--- config.mk ---
export PLATFORM = sky130hd
export DESIGN_NAME = tch_front
export DESIGN_NICKNAME = d
export VERILOG_FILES = /design/src/design/tch_pkg.sv /design/src/design/tch_front.sv
export SDC_FILE = /design/constraint.sdc
export NUM_CORES = 1
export LEC_CHECK = 0
export ABC_AREA = 1
export BUFFER_PORTS_ARGS = -buffer_cell sky130_fd_sc_hd__buf_2
export CAP_MARGIN = 30
export CORE_ASPECT_RATIO = 1.75
export CORE_MARGIN = 5
export CORE_UTILIZATION = 50
export DETAILED_ROUTE_END_ITERATION = 10
export PLACE_DENSITY = 0.73
export SETUP_SLACK_MARGIN = 0.15
export SLEW_MARGIN = 20
export SYNTH_ARGS = -nofsm -noshare
export SYNTH_HDL_FRONTEND = slang
export SYNTH_SLANG_ARGS = --single-unit
--- constraint.sdc ---
create_clock -name clk -period 4.99 [get_ports clk]
set_input_delay 0.2495 -clock clk [delete_from_list [all_inputs] [get_ports clk]]
set_output_delay 0.2495 -clock clk [all_outputs]
set_load 0.1 [all_outputs]
--- src/design/tch_pkg.sv ---
// Shared types, constants and constant functions for the heading unit.
package tch_pkg;

    localparam int DW         = 36;
    localparam int QDEPTH     = 4;
    localparam int MAX_STAGES = 24;

    // round(atan(2^-i) * 2^30)
    localparam longint ATAN_Q30 [MAX_STAGES] = '{
        64'sd843314857, 64'sd497837829, 64'sd263043837, 64'sd133525159,
        64'sd67021687,  64'sd33543516,  64'sd16775851,  64'sd8388437,
        64'sd4194283,   64'sd2097149,   64'sd1048576,   64'sd524288,
        64'sd262144,    64'sd131072,    64'sd65536,     64'sd32768,
        64'sd16384,     64'sd8192,      64'sd4096,      64'sd2048,
        64'sd1024,      64'sd512,       64'sd256,       64'sd128
    };

    localparam longint PI_Q30      = 64'sd3373259426;
    localparam longint HALF_PI_Q30 = PI_Q30 >>> 1;
    localparam longint TWO_PI_Q30  = 2 * PI_Q30;

    // centidegree conversion: q ~= |a| * CDEG_RECIP >> CDEG_SHIFT, then one correction
    localparam int     CDEG_SHIFT  = 47;
    localparam longint CDEG_RECIP  = (64'sd36000 <<< CDEG_SHIFT) / TWO_PI_Q30;
    localparam int     CDEG_RW     = 30;
    localparam int     CDEG_MAG_W  = 33;
    localparam int     CDEG_N_W    = 50;
    localparam int     CDEG_Q_W    = 17;

    typedef logic signed [DW-1:0] q30_t;

    typedef enum logic {
        CM_VECTOR,
        CM_ROTATE
    } cordic_mode_t;

    typedef struct packed {
        q30_t ax;
        q30_t ay;
        q30_t az;
        q30_t mx;
        q30_t my;
        q30_t mz;
    } sample_vec_t;

    // CORDIC gain correction in Q30 for a given stage count
    function automatic longint k_q30(input int stages);
        longint unsigned k2;
        longint unsigned d;
        longint unsigned q;
        longint unsigned rem;
        longint unsigned v;
        longint unsigned r;
        longint unsigned b;
        k2 = 64'd1 << 60;
        for (int i = 0; i < stages; i++)
        begin
            // k2 - floor(k2 / (4^i + 1)), quotient by shift and subtract
            d   = (64'd1 << (2 * i)) + 64'd1;
            q   = 0;
            rem = 0;
            for (int bi = 60; bi >= 0; bi--)
            begin
                rem = (rem << 1) | ((k2 >> bi) & 64'd1);
                if (rem >= d)
                begin
                    rem = rem - d;
                    q   = q | (64'd1 << bi);
                end
            end
            k2 = k2 - q;
        end
        v = k2;
        r = 0;
        b = 64'd1 << 62;
        while (b > v)
        begin
            b = b >> 2;
        end
        while (b != 0)
        begin
            if (v >= r + b)
            begin
                v = v - (r + b);
                r = (r >> 1) + b;
            end
            else
            begin
                r = r >> 1;
            end
            b = b >> 2;
        end
        return longint'(r);
    endfunction

endpackage

--- src/design/tch_front.sv ---
// Input side: accepts requests, scales samples to Q30 and queues them.
module tch_front #(
    parameter int SAMPLE_WIDTH = 16,
    parameter int TDATA_W      = 96
) (
    input  logic                clk,
    input  logic                rst_n,
    input  logic                s_tvalid,
    output logic                s_tready,
    input  logic [TDATA_W-1:0]  s_tdata,
    output logic                q_valid,
    input  logic                q_pop,
    output tch_pkg::sample_vec_t q_item
);
    import tch_pkg::*;

    localparam int PW = $clog2(QDEPTH);
    localparam int CW = $clog2(QDEPTH + 1);
    localparam int SH = 30 - SAMPLE_WIDTH;

    sample_vec_t    mem [QDEPTH];
    logic [PW-1:0]  wptr_reg, wptr_next;
    logic [PW-1:0]  rptr_reg, rptr_next;
    logic [CW-1:0]  count_reg, count_next;
    sample_vec_t    scaled;
    logic           push;

    function automatic q30_t scale(input logic [SAMPLE_WIDTH-1:0] raw);
        q30_t v;
        v = q30_t'($signed(raw));
        return v <<< SH;
    endfunction

    always_comb
    begin
        scaled.ax = scale(s_tdata[0*SAMPLE_WIDTH +: SAMPLE_WIDTH]);
        scaled.ay = scale(s_tdata[1*SAMPLE_WIDTH +: SAMPLE_WIDTH]);
        scaled.az = scale(s_tdata[2*SAMPLE_WIDTH +: SAMPLE_WIDTH]);
        scaled.mx = scale(s_tdata[3*SAMPLE_WIDTH +: SAMPLE_WIDTH]);
        scaled.my = scale(s_tdata[4*SAMPLE_WIDTH +: SAMPLE_WIDTH]);
        scaled.mz = scale(s_tdata[5*SAMPLE_WIDTH +: SAMPLE_WIDTH]);
    end

    assign s_tready = (count_reg != CW'(QDEPTH));
    assign push     = s_tvalid && s_tready;
    assign q_valid  = (count_reg != '0);
    assign q_item   = mem[rptr_reg];

    always_comb
    begin
        wptr_next  = push  ? wptr_reg + PW'(1) : wptr_reg;
        rptr_next  = q_pop ? rptr_reg + PW'(1) : rptr_reg;
        count_next = count_reg + CW'(push) - CW'(q_pop);
    end

    always_ff @(posedge clk or negedge rst_n)
    begin
        if (!rst_n)
        begin
            wptr_reg  <= '0;
            rptr_reg  <= '0;
            count_reg <= '0;
        end
        else
        begin
            wptr_reg  <= wptr_next;
            rptr_reg  <= rptr_next;
            count_reg <= count_next;
        end
    end

    always_ff @(posedge clk)
    begin
        if (push)
        begin
            mem[wptr_reg] <= scaled;
        end
    end

endmodule

# Word-level counts from Yosys, hierarchy flattened
# Memories as Yosys holds them, arrays and structs flattened.
# Index checks and enable logic that the tools add are counted.
[word_totals]
latchBits = 0
ramBits = 528
romBits = 0
regBits = 7
mem_count = 1
input_bits = 100
out_inout_bits = 218
[memory_table]
columns = ["memory", "words", "word_bits", "rd", "rd_ports_with_merged_regs", "wr", "line_no", "text"]
rows = [
  ["mem", 4, 132, 1, 0, 1, "tch_front.sv:21", "sample_vec_t mem [QDEPTH];"],
]
[op_classes]
n_eq_ne = 1
n_bitwise = 0
n_lt_le_gt_ge = 0
div = 0
n_mul = 0
n_shift = 0
reduce_logical = 2
muxes = 2
addsub = 4
[op_table]
columns = ["op", "count"]
rows = [
  ["adder 2 x 1 -> 2 bit, second input constant", 2],
  ["adder 3 x 1 -> 3 bit", 1],
  ["!= test 3 bit, second input constant", 1],
  ["nonzero test 3 bit", 1],
  ["subtractor 3 x 1 -> 3 bit", 1],
  ["2-to-1 mux 1 bit", 2],
  ["logical AND 1 bit", 1],
]

# Longest topological paths before layout
# Gate-level depths: netlist of run 1.
[logic_depth]
word_depth = 4
mapped_depth = 11
ltp_nobuf = 11

# Least setup slack after synthesis of run 1
# OpenSTA, ideal clock, no wires.
[synth_path]
path_kind = "register to register"
startpoint = "register count_reg[1]"
endpoint = "memory mem[0][0] (netlist name) (enable)"
path_stages_with_launch = 5
arrival_time_ns = 5.557
path_slack_ns = -1.119
synth_period_minus_slack_ns = 6.109
setup_time_ns = 0.552
path_cell_list = "dfrtp_1 > nor2_1 > nand2_1 > nand2_1 > nor2_1"
[synth_via]
elab_chain_len = 4
[synth_lines]
columns = ["item", "line_no", "text"]
rows = [
  ["start: declaration", "tch_front.sv:24", "logic [CW-1:0] count_reg, count_next;"],
  ["start signal: assignment", "tch_front.sv:68", "count_reg <= count_next;"],
  ["!= test 3 bit", "tch_front.sv:44", "assign s_tready = (count_reg != CW'(QDEPTH));"],
  ["net s_tready", "tch_front.sv:9", "output logic s_tready,"],
  ["logical AND 1 bit", "tch_front.sv:45", "assign push = s_tvalid && s_tready;"],
  ["2-to-1 mux 1 bit", "tch_front.sv:74", "if (push)"],
  ["2-to-1 mux 1 bit (not written as such)", "tch_front.sv:76", "mem[wptr_reg] <= scaled;"],
  ["end: declaration", "tch_front.sv:21", ""],
]
# The timed path passes the listed nets, and every way through them passes these cells.

==> results.py, run 1 <==
metrics = {
    "placed_design": {
        "placed_area_um2": 17470,
        "gp_congestion": 0.7823,
        "io_buffers": 233,
        "pre_cts_slack_ps": 2101,
        "place_hpwl_mm": 21.04,
        "place_inst": 1843,
    },
    "drt": {
        "num_vias": 9991,
        "drt_pre_antenna_iters": 5,
        "drc": 0,
        "vias_per_cell": 4.981,
        "wl_per_cell_um": 17.04,
        "routed_wl_mm": 34.18,
        "postRouteAntennaNets": 0,
        "drt_iter0_markers": 525,
    },
    "synthesis": {
        "synth_cells": 1291,
        "avgSynthCellArea_um2": 12.96,
        "synthesis.area_um2": 16730,
        "ys_types": 17,
        "yosysWarnings": 0,
        "seq_area_frac_synth_pct": 69.95,
        "ys_ff_latch": 391,
    },
    "sta": {
        "setup_ws_ps": 1617,
        "period_needed_ps": 3373,
        "worst_pin_slew_ps": 897.2,
        "drv_slew": 0,
        "hold_slack_ps": 131.4,
        "max_freq_ghz": 0.2964,
        "fin_skew_ps": 14.11,
        "finalHoldViolCount": 0,
        "period_share_pct": 67.60,
        "setup_viol": 0,
        "max-slew-margin-rel_pct": 40.18,
        "rsz0062_at_grt": "false",
    },
    "setup_path": {
        "critPathCaptureType": "primary output",
        "cp-startpoint": "rptr_reg[1]$_DFFE_PN0P_",
        "crit_path_max_fanout": 67,
        "cp_cell_sequence": "inv_4 -> buf_4 -> o211ai_1 -> nand2_1 -> buf_2",
        "worst-setup-path-type": "flip-flop to primary output",
        "cp-start-kind": "flip-flop",
        "reg2reg_from": "count_reg[1]$_DFF_PN0_",
        "cp.arrival_ps": 3120,
        "cp_top_family": "buffers and inverters",
        "crit_buf_inv": 3,
        "crit_required_ps": 4740,
        "max_stage_delay_ps": 750,
        "cp_slowest_cell": "inv_4",
    },
    "clocking": {
        "cts_sinks": 391,
        "cts-htree-levels": 2,
        "clock_latency_ps": 520,
        "clk_pin_slew_worst_paths_ps": 70,
        "cts_resized": 0,
        "clockRootBuffer": "clkbuf_16",
        "cts_buffers": 34,
        "clk_path_buf_depth": 3,
        "cts_tree": "yes",
    },
    "finish": {
        "mostFrequentLayoutCells": "384 x edfxtp_1, 301 x nand2_1, 233 x buf_2",
        "drive_above_1_share_pct": 19.52,
        "seq_area_um2": 11710,
        "finalNetCount": 1680,
        "final_cell_area_um2": 19630,
        "area_growth_pct": 17.30,
        "layout_commonest_cell": "edfxtp_1",
        "fillCellCount": 2489,
        "multi_input_area_um2": 3103,
        "finalNonFillerCells": 2006,
        "largest_reg_flops": 384,
    },
    "floorplan": {
        "ioPinCount": 318,
        "row_count": 88,
        "start_util_pct": 50.66,
        "die-height_um": 252.0,
        "fp.dieW_um": 148.3,
        "die_area_um2": 37370,
        "core_um2": 33030,
    },
    "grt": {
        "antenna_found_initial": 4,
        "grt_pass1_wl_mm": 53.31,
        "overflow": 0,
        "grt_max_degree": 119,
        "grtUsageTotal_pct": 18.19,
        "grt_pass1_vias": 10200,
    },
    "job": {
        "cap_violations": 0,
    },
    "min_path": {
        "hold_path_class": "primary input to async pin",
    },
    "outcome": {
        "outcome": "finished, final reports clean",
    },
}
path summary, 6_finish.rpt:
kind	to	slack (ps)	depth (start not counted)
max	q_item[173]	1620	5
min	count_reg[1]$_DFF_PN0_	130	2
max reg2reg	mem[1][14]$_DFFE_PP_	2370	5
min reg2reg	count_reg[0]$_DFF_PN0_	520	1
max in group asynchronous	rptr_reg[1]$_DFFE_PN0P_	4660	2
min in group clk	mem[1][102]$_DFFE_PP_	480	2
synth_stat cells:
cell type	instances	share of area, %
nand2_1	301	6.8
buf_4	126	5.7
inv_4	1	0.037
nor2_1	5	0.11
buf_6	42	2.8
xor2_1	2	0.10
dfrtp_1	7	1.0
o211ai_2	8	0.60
buf_2	13	0.39
edfxtp_1	384	69
o211ai_1	184	8.3
conb_1	1	0.022
clkbuf_1	3	0.067
inv_1	204	4.6
nand3_1	3	0.090
fa_1	1	0.12
ha_1	6	0.45
repair_timing:
| action | 4_1_cts | 5_1_grt |
|---|---|---|
| hold buffers | 99 | 0 |
| setup buffers | 0 | 0 |
| hold endpoints to repair | 394 | 0 |
logic make-up (layout without fill, tap and decap cells):
| group | Yosys count | after routing | share of synthesized area (%) |
|---|---|---|---|
| AO/OA/AOI/OAI | 192 | 192 | 8.852 |
| flip-flops | 391 | 391 | 69.95 |
| other | 1 | 87 | 0.02241 |
| XOR/XNOR | 2 | 2 | 0.1047 |
| AND/OR/NAND/NOR | 309 | 309 | 6.953 |
| buffers and inverters | 389 | 613 | 13.55 |
| adder cells (fa/ha/maj) | 7 | 7 | 0.5682 |
layer usage:
layer  routed length, um  GRT usage, %  part of all wire [%]
met1               11900         19.02                    35
met2               19000         35.61                    56
met3                2097         3.127                   6.1
met4                1162         7.028                   3.4
met5                  13             0                 0.038
metrics by stage:
stage / setup TNS [ps] / utilization [%]
after detailed placement: 0 / 52.89
after global routing: 0 / 59.41
final: 0 / 59.43
after CTS: 0 / 59.41
after floorplan: -429830 / -
after global placement: 0 / 52.80
area by class of cell:
| cell class | count | share of cell area [%] |
|---|---|---|
| sequential | 391 | 59.67 |
| multi-input combinational | 594 | 15.81 |
| timing repair buffer | 347 | 12.05 |
| clock buffer | 41 | 4.793 |
| inverter | 205 | 3.933 |
| tap | 405 | 2.581 |
| clock inverter | 20 | 1.128 |
| antenna | 3 | 0.03824 |
Power of run 1 is left out: the tool's default activity adds up to more than one toggle a clock period on the data nets, which glitch-free logic cannot reach.
==> run 2, diff against run 1 <==
--- a/config.mk
+++ b/config.mk
@@ -5,12 +5,12 @@
 export SDC_FILE = /design/constraint.sdc
 export NUM_CORES = 1
 export LEC_CHECK = 0
-export ABC_AREA = 1
+export ABC_AREA = 0
 export BUFFER_PORTS_ARGS = -buffer_cell sky130_fd_sc_hd__buf_2
 export CAP_MARGIN = 30
 export CORE_ASPECT_RATIO = 1.75
 export CORE_MARGIN = 5
-export CORE_UTILIZATION = 50
+export CORE_UTILIZATION = 49
 export DETAILED_ROUTE_END_ITERATION = 10
 export PLACE_DENSITY = 0.73
 export SETUP_SLACK_MARGIN = 0.15
==> constraint.sdc (replaced) <==
create_clock -name clk -period 2.85 [get_ports clk]
set_input_delay 0.1425 -clock clk [delete_from_list [all_inputs] [get_ports clk]]
set_output_delay 0.1425 -clock clk [all_outputs]
set_load 0.1 [all_outputs]
==> results.py, run 2 <==
metrics = {
    "outcome": {
        "outcome": "finished, final reports clean",
    },
    "synthesis": {
        "yosysMostFrequentCell": "edfxtp_1",
        "synth_adder_area_share_pct": 0.6261,
        "synthMuxAreaShare_pct": 14.24,
        "yosysWarnings": 0,
        "seq_area_frac_synth_pct": 77.07,
        "synth_compound_area_share_pct": 0.09885,
        "synth_top_family_by_area": "multiplexers",
        "synth.area.top_cells": "edfxtp_1 76%, mux4_2 14%, buf_4 6.0%",
        "synthArstFlopShare_pct": 1.790,
        "synth_edf_count": 384,
        "synth-simple-area-share_pct": 0.6837,
        "ys.flop_type": "edfxtp_1",
        "avgSynthCellArea_um2": 22.91,
        "synth_top_area_cell": "edfxtp_1",
        "yosys.area.top_type_share_pct": 75.92,
        "ys_types": 22,
        "synthTopCellsByCount": "384 x edfxtp_1, 121 x buf_4, 96 x mux4_2",
        "ys_ff_latch": 391,
        "synth-xor-area-share_pct": 0.2307,
        "synthesis.area_um2": 15190,
        "synth_cells": 663,
    },
    "min_path": {
        "hold_path_class": "primary input to flip-flop",
    },
    "setup_path": {
        "cp_cell_sequence": "buf_4 -> mux4_2 -> buf_2",
        "worst-setup-path-type": "flip-flop to primary output",
        "crit_path_max_fanout": 28,
        "crit_required_ps": 2710,
        "cp.arrival_ps": 2360,
        "max_stage_delay_ps": 700,
        "cp_slowest_cell": "dfrtp_4",
        "critPathCaptureType": "primary output",
        "reg2reg_setup_slack_ps": 480,
        "cp-start-kind": "flip-flop",
    },
    "sta": {
        "setup_viol": 0,
        "setup_ws_ps": 343.5,
        "period_share_pct": 87.95,
        "period_needed_ps": 2507,
        "fin_skew_ps": 14.44,
        "worst_pin_slew_ps": 668.6,
        "drv_slew": 0,
        "max-slew-margin-rel_pct": 55.43,
        "max_freq_ghz": 0.3990,
        "rsz0062_at_grt": "false",
        "hold_slack_ps": 383.9,
        "finalHoldViolCount": 0,
        "setup_tns_ps": 0,
    },
    "finish": {
        "layout_commonest_cell": "edfxtp_1",
        "area_growth_pct": 21.93,
        "finalNetCount": 1103,
        "mostFrequentLayoutCells": "384 x edfxtp_1, 233 x buf_2, 100 x dlygate4sd3_1",
        "drive_above_1_share_pct": 40.31,
        "largest_reg_flops": 384,
        "fillCellCount": 2145,
    },
    "placed_design": {
        "io_buffers": 233,
        "place_hpwl_mm": 18.26,
        "gp_congestion": 0.7103,
        "pre_cts_slack_ps": 304.8,
    },
    "grt": {
        "grt_max_degree": 51,
        "grt_pass1_vias": 7794,
        "grt_pass1_wl_mm": 44.15,
        "antenna_found_initial": 5,
        "grtUsageTotal_pct": 16.77,
        "overflow": 0,
    },
    "floorplan": {
        "ioPinCount": 318,
        "start_util_pct": 49.42,
        "core_um2": 30740,
        "fp.dieW_um": 143.1,
        "die-height_um": 242.9,
        "row_count": 85,
        "die_area_um2": 34760,
    },
    "clocking": {
        "cts_tree": "yes",
        "cts_sinks": 391,
        "clk_path_buf_depth": 3,
        "clockRootBuffer": "clkbuf_16",
        "clock_latency_ps": 510,
        "clk_pin_slew_worst_paths_ps": 70,
        "cts_buffers": 35,
        "cts-htree-levels": 2,
    },
    "drt": {
        "drt_pre_antenna_iters": 4,
        "num_vias": 7210,
        "drt_iter0_markers": 352,
        "postRouteAntennaNets": 0,
        "vias_per_cell": 5.085,
        "routed_wl_mm": 29.42,
        "drc": 0,
        "wl_per_cell_um": 20.75,
    },
    "job": {
        "cap_violations": 0,
    },
}
run 2: cell count changes in the layout (fill, tap and decap cells not counted), moves of 7 or more:
cell / previous run / this run
buf_4: 8 / 15
inv_1: 204 / 6
mux4_2: 0 / 96
nand2_1: 301 / 2
o211ai_1: 184 / 2
o211ai_2: 8 / 0
run 2: cells by family after synthesis:
group / count (synthesis)
AOI/OAI and AO/OA: 2
muxes: 96
buffers and inverters: 148
DFF: 391
xor gates and xnor gates: 4
adders and majority gates: 7
and+or+nand+nor: 14
other: 1
run 2: final cells by class:
| type | instances | area (um^2) | area share [%] |
|---|---|---|---|
| flip-flops and latches | 391 | 11710 | 63.25 |
| multi-input cells | 207 | 2746 | 14.83 |
| repair buffers | 355 | 2420 | 13.07 |
| clock buffers | 40 | 937.1 | 5.060 |
| well taps | 391 | 489.2 | 2.642 |
| clock inverters | 23 | 177.7 | 0.9594 |
| inverters | 6 | 22.52 | 0.1216 |
| diodes | 5 | 12.51 | 0.06756 |
run 2: final timing paths:
check	cells past startpoint	endpoint	from
min	2	mem[2][55]$_DFFE_PP_	s_tdata[59]
max reg2reg	9	count_reg[2]$_DFF_PN0_	count_reg[1]$_DFF_PN0_
min in group asynchronous	3	count_reg[2]$_DFF_PN0_	rst_n
min reg2reg	1	count_reg[2]$_DFF_PN0_	count_reg[1]$_DFF_PN0_
max in group asynchronous	3	rptr_reg[0]$_DFFE_PN0P_	rst_n
max	3	q_item[137]	rptr_reg[1]$_DFFE_PN0P_
run 2: worst max-delay path: cells and delay by family (launching register included):
kind	cells	cell delay, ps
multiplexers	1	320
buffers and inverters	2	820
flip-flops	1	700
run 2: per-stage QoR:
stage	utilization, %	area [um^2]	std cells
final	60.25	18520	1418
after global routing	60.24	18510	1416
after CTS	60.20	18500	1413
after detailed placement	53.24	16360	1247
after global placement	53.24	16360	1247
after floorplan	-	15500	746
run 2: repair_timing:
action,CTS,global route
hold endpoints to repair,395,0
pin swaps,0,0
hold buffers,100,0
endpoints found under the setup margin,7,2
gates resized for setup,0,1
buffers inserted,3,0
run 2: layer usage:
layer	global-route usage (%)	wire (um)
met1	18.65	9974
met2	30.94	16540
met3	3.131	1888
met4	6.939	1012
met5	0	0
Power of run 2 is left out for the same reason.
==> run 3, diff against run 2 <==
--- a/config.mk
+++ b/config.mk
@@ -9,7 +9,7 @@
 export BUFFER_PORTS_ARGS = -buffer_cell sky130_fd_sc_hd__buf_2
 export CAP_MARGIN = 30
 export CORE_ASPECT_RATIO = 1.75
-export CORE_MARGIN = 5
+export CORE_MARGIN = 8
 export CORE_UTILIZATION = 49
 export DETAILED_ROUTE_END_ITERATION = 10
 export PLACE_DENSITY = 0.73
==> results.py, run 3 (synthesis gave the netlist of run 2 again) <==
metrics = {
    "grt": {
        "grt_pass1_wl_mm": 44.91,
        "antenna_found_initial": 9,
        "grt_max_degree": 59,
        "overflow": 0,
        "grtUsageTotal_pct": 16.05,
        "grt_pass1_vias": 7605,
    },
    "job": {
        "cap_violations": 0,
    },
    "floorplan": {
        "die_area_um2": 37110,
        "fp.dieW_um": 149.1,
        "core_um2": 30630,
        "start_util_pct": 49.59,
        "row_count": 85,
        "die-height_um": 248.9,
        "ioPinCount": 318,
    },
    "finish": {
        "layout_commonest_cell": "edfxtp_1",
        "multi_input_area_um2": 2741,
        "fillCellCount": 2150,
        "area_growth_pct": 22.42,
        "finalNetCount": 1105,
        "largest_reg_flops": 384,
        "final_cell_area_um2": 18590,
        "seq_area_um2": 11710,
        "mostFrequentLayoutCells": "384 x edfxtp_1, 233 x buf_2, 100 x dlygate4sd3_1",
        "drive_above_1_share_pct": 40.08,
    },
    "setup_path": {
        "worst-setup-path-type": "flip-flop to primary output",
        "cp-startpoint": "rptr_reg[0]$_DFFE_PN0P_",
        "r2r_cells": 10,
        "critPathCaptureType": "primary output",
        "crit_required_ps": 2710,
        "cp.arrival_ps": 2300,
        "r2r_end": "count_reg[2]$_DFF_PN0_",
        "reg2reg_from": "count_reg[1]$_DFF_PN0_",
        "critPathCapture": "q_item[212]",
        "reg2reg_setup_slack_ps": 650,
        "cp-start-kind": "flip-flop",
        "crit_path_max_fanout": 13,
    },
    "drt": {
        "routed_wl_mm": 30.21,
        "vias_per_cell": 5.042,
        "drc": 0,
        "wl_per_cell_um": 21.29,
        "num_vias": 7154,
        "drt_iter0_markers": 299,
        "drt_pre_antenna_iters": 4,
        "postRouteAntennaNets": 0,
    },
    "sta": {
        "max_freq_ghz": 0.4095,
        "setup_tns_ps": 0,
        "rsz0062_at_grt": "false",
        "fin_skew_ps": 14.18,
        "worst_pin_slew_ps": 570.0,
        "period_share_pct": 85.69,
        "finalHoldViolCount": 0,
        "max-slew-margin-rel_pct": 62.00,
        "hold_slack_ps": 371.5,
        "drv_slew": 0,
        "period_needed_ps": 2442,
        "setup_viol": 0,
        "setup_ws_ps": 407.8,
    },
    "clocking": {
        "cts_sinks": 391,
        "cts-htree-levels": 2,
        "clk_pin_slew_worst_paths_ps": 60,
        "clk_path_buf_depth": 3,
        "clock_latency_ps": 510,
        "clockRootBuffer": "clkbuf_16",
        "cts_tree": "yes",
        "cts_buffers": 35,
        "cts_resized": 0,
    },
    "placed_design": {
        "pre_cts_slack_ps": 649.8,
        "place_hpwl_mm": 19.40,
        "gp_congestion": 0.7314,
        "placed_area_um2": 16380,
        "io_buffers": 233,
    },
    "outcome": {
        "outcome": "finished, final reports clean",
    },
    "min_path": {
        "hold_path_class": "primary input to flip-flop",
    },
}
==> run 3: final cells by class <==
type | count | share of cell area (%)
Antenna cell | 5 | 0.06729
Clock buffer | 41 | 5.060
Clock inverter | 21 | 1.151
Inverter | 6 | 0.1211
Multi-Input combinational cell | 207 | 14.74
Sequential cell | 391 | 63.00
Tap cell | 391 | 2.631
Timing Repair Buffer | 357 | 13.23
==> run 3: per-layer routing <==
layer | vias to the layer above | global-route usage, % | part of all wire, %
met5 | - | 0 | 0.19
met4 | 8 | 7.911 | 3.8
met3 | 70 | 4.001 | 7.7
met2 | 282 | 29.14 | 54
met1 | 3622 | 16.67 | 34
li1 | 3172 | - | -
==> run 3: through the flow <==
step,instances,utilization [%]
floorplan,746,-
global placement,1246,53.48
detailed placement,1246,53.48
CTS,1408,60.52
global route,1419,60.71
finish,1419,60.71
==> run 3: timing repair <==
action,in CTS,in global routing
hold buffers,100,0
setup endpoints to repair,0,9
hold endpoints to repair,395,0
setup buffers,0,6
==> run 3: worst min path at each step <==
| stage | from | end | cells after the start |
|---|---|---|---|
| after floorplan | rst_n | count_reg[0]$_DFF_PN0_ | 0 |
| after global placement | rst_n | count_reg[1]$_DFF_PN0_ | 1 |
| after detailed placement | rst_n | count_reg[1]$_DFF_PN0_ | 1 |
| after CTS | s_tdata[41] | mem[3][75]$_DFFE_PP_ | 2 |
| after global routing | s_tdata[41] | mem[1][75]$_DFFE_PP_ | 2 |
| final | s_tdata[90] | mem[3][10]$_DFFE_PP_ | 2 |
==> run 3: critical path, cell delays in order (launching register included) <==
cell     delay (ps)
dfrtp_4         560
buf_4           290
mux4_2          590
buf_2           320
Power of run 3 is left out for the same reason.
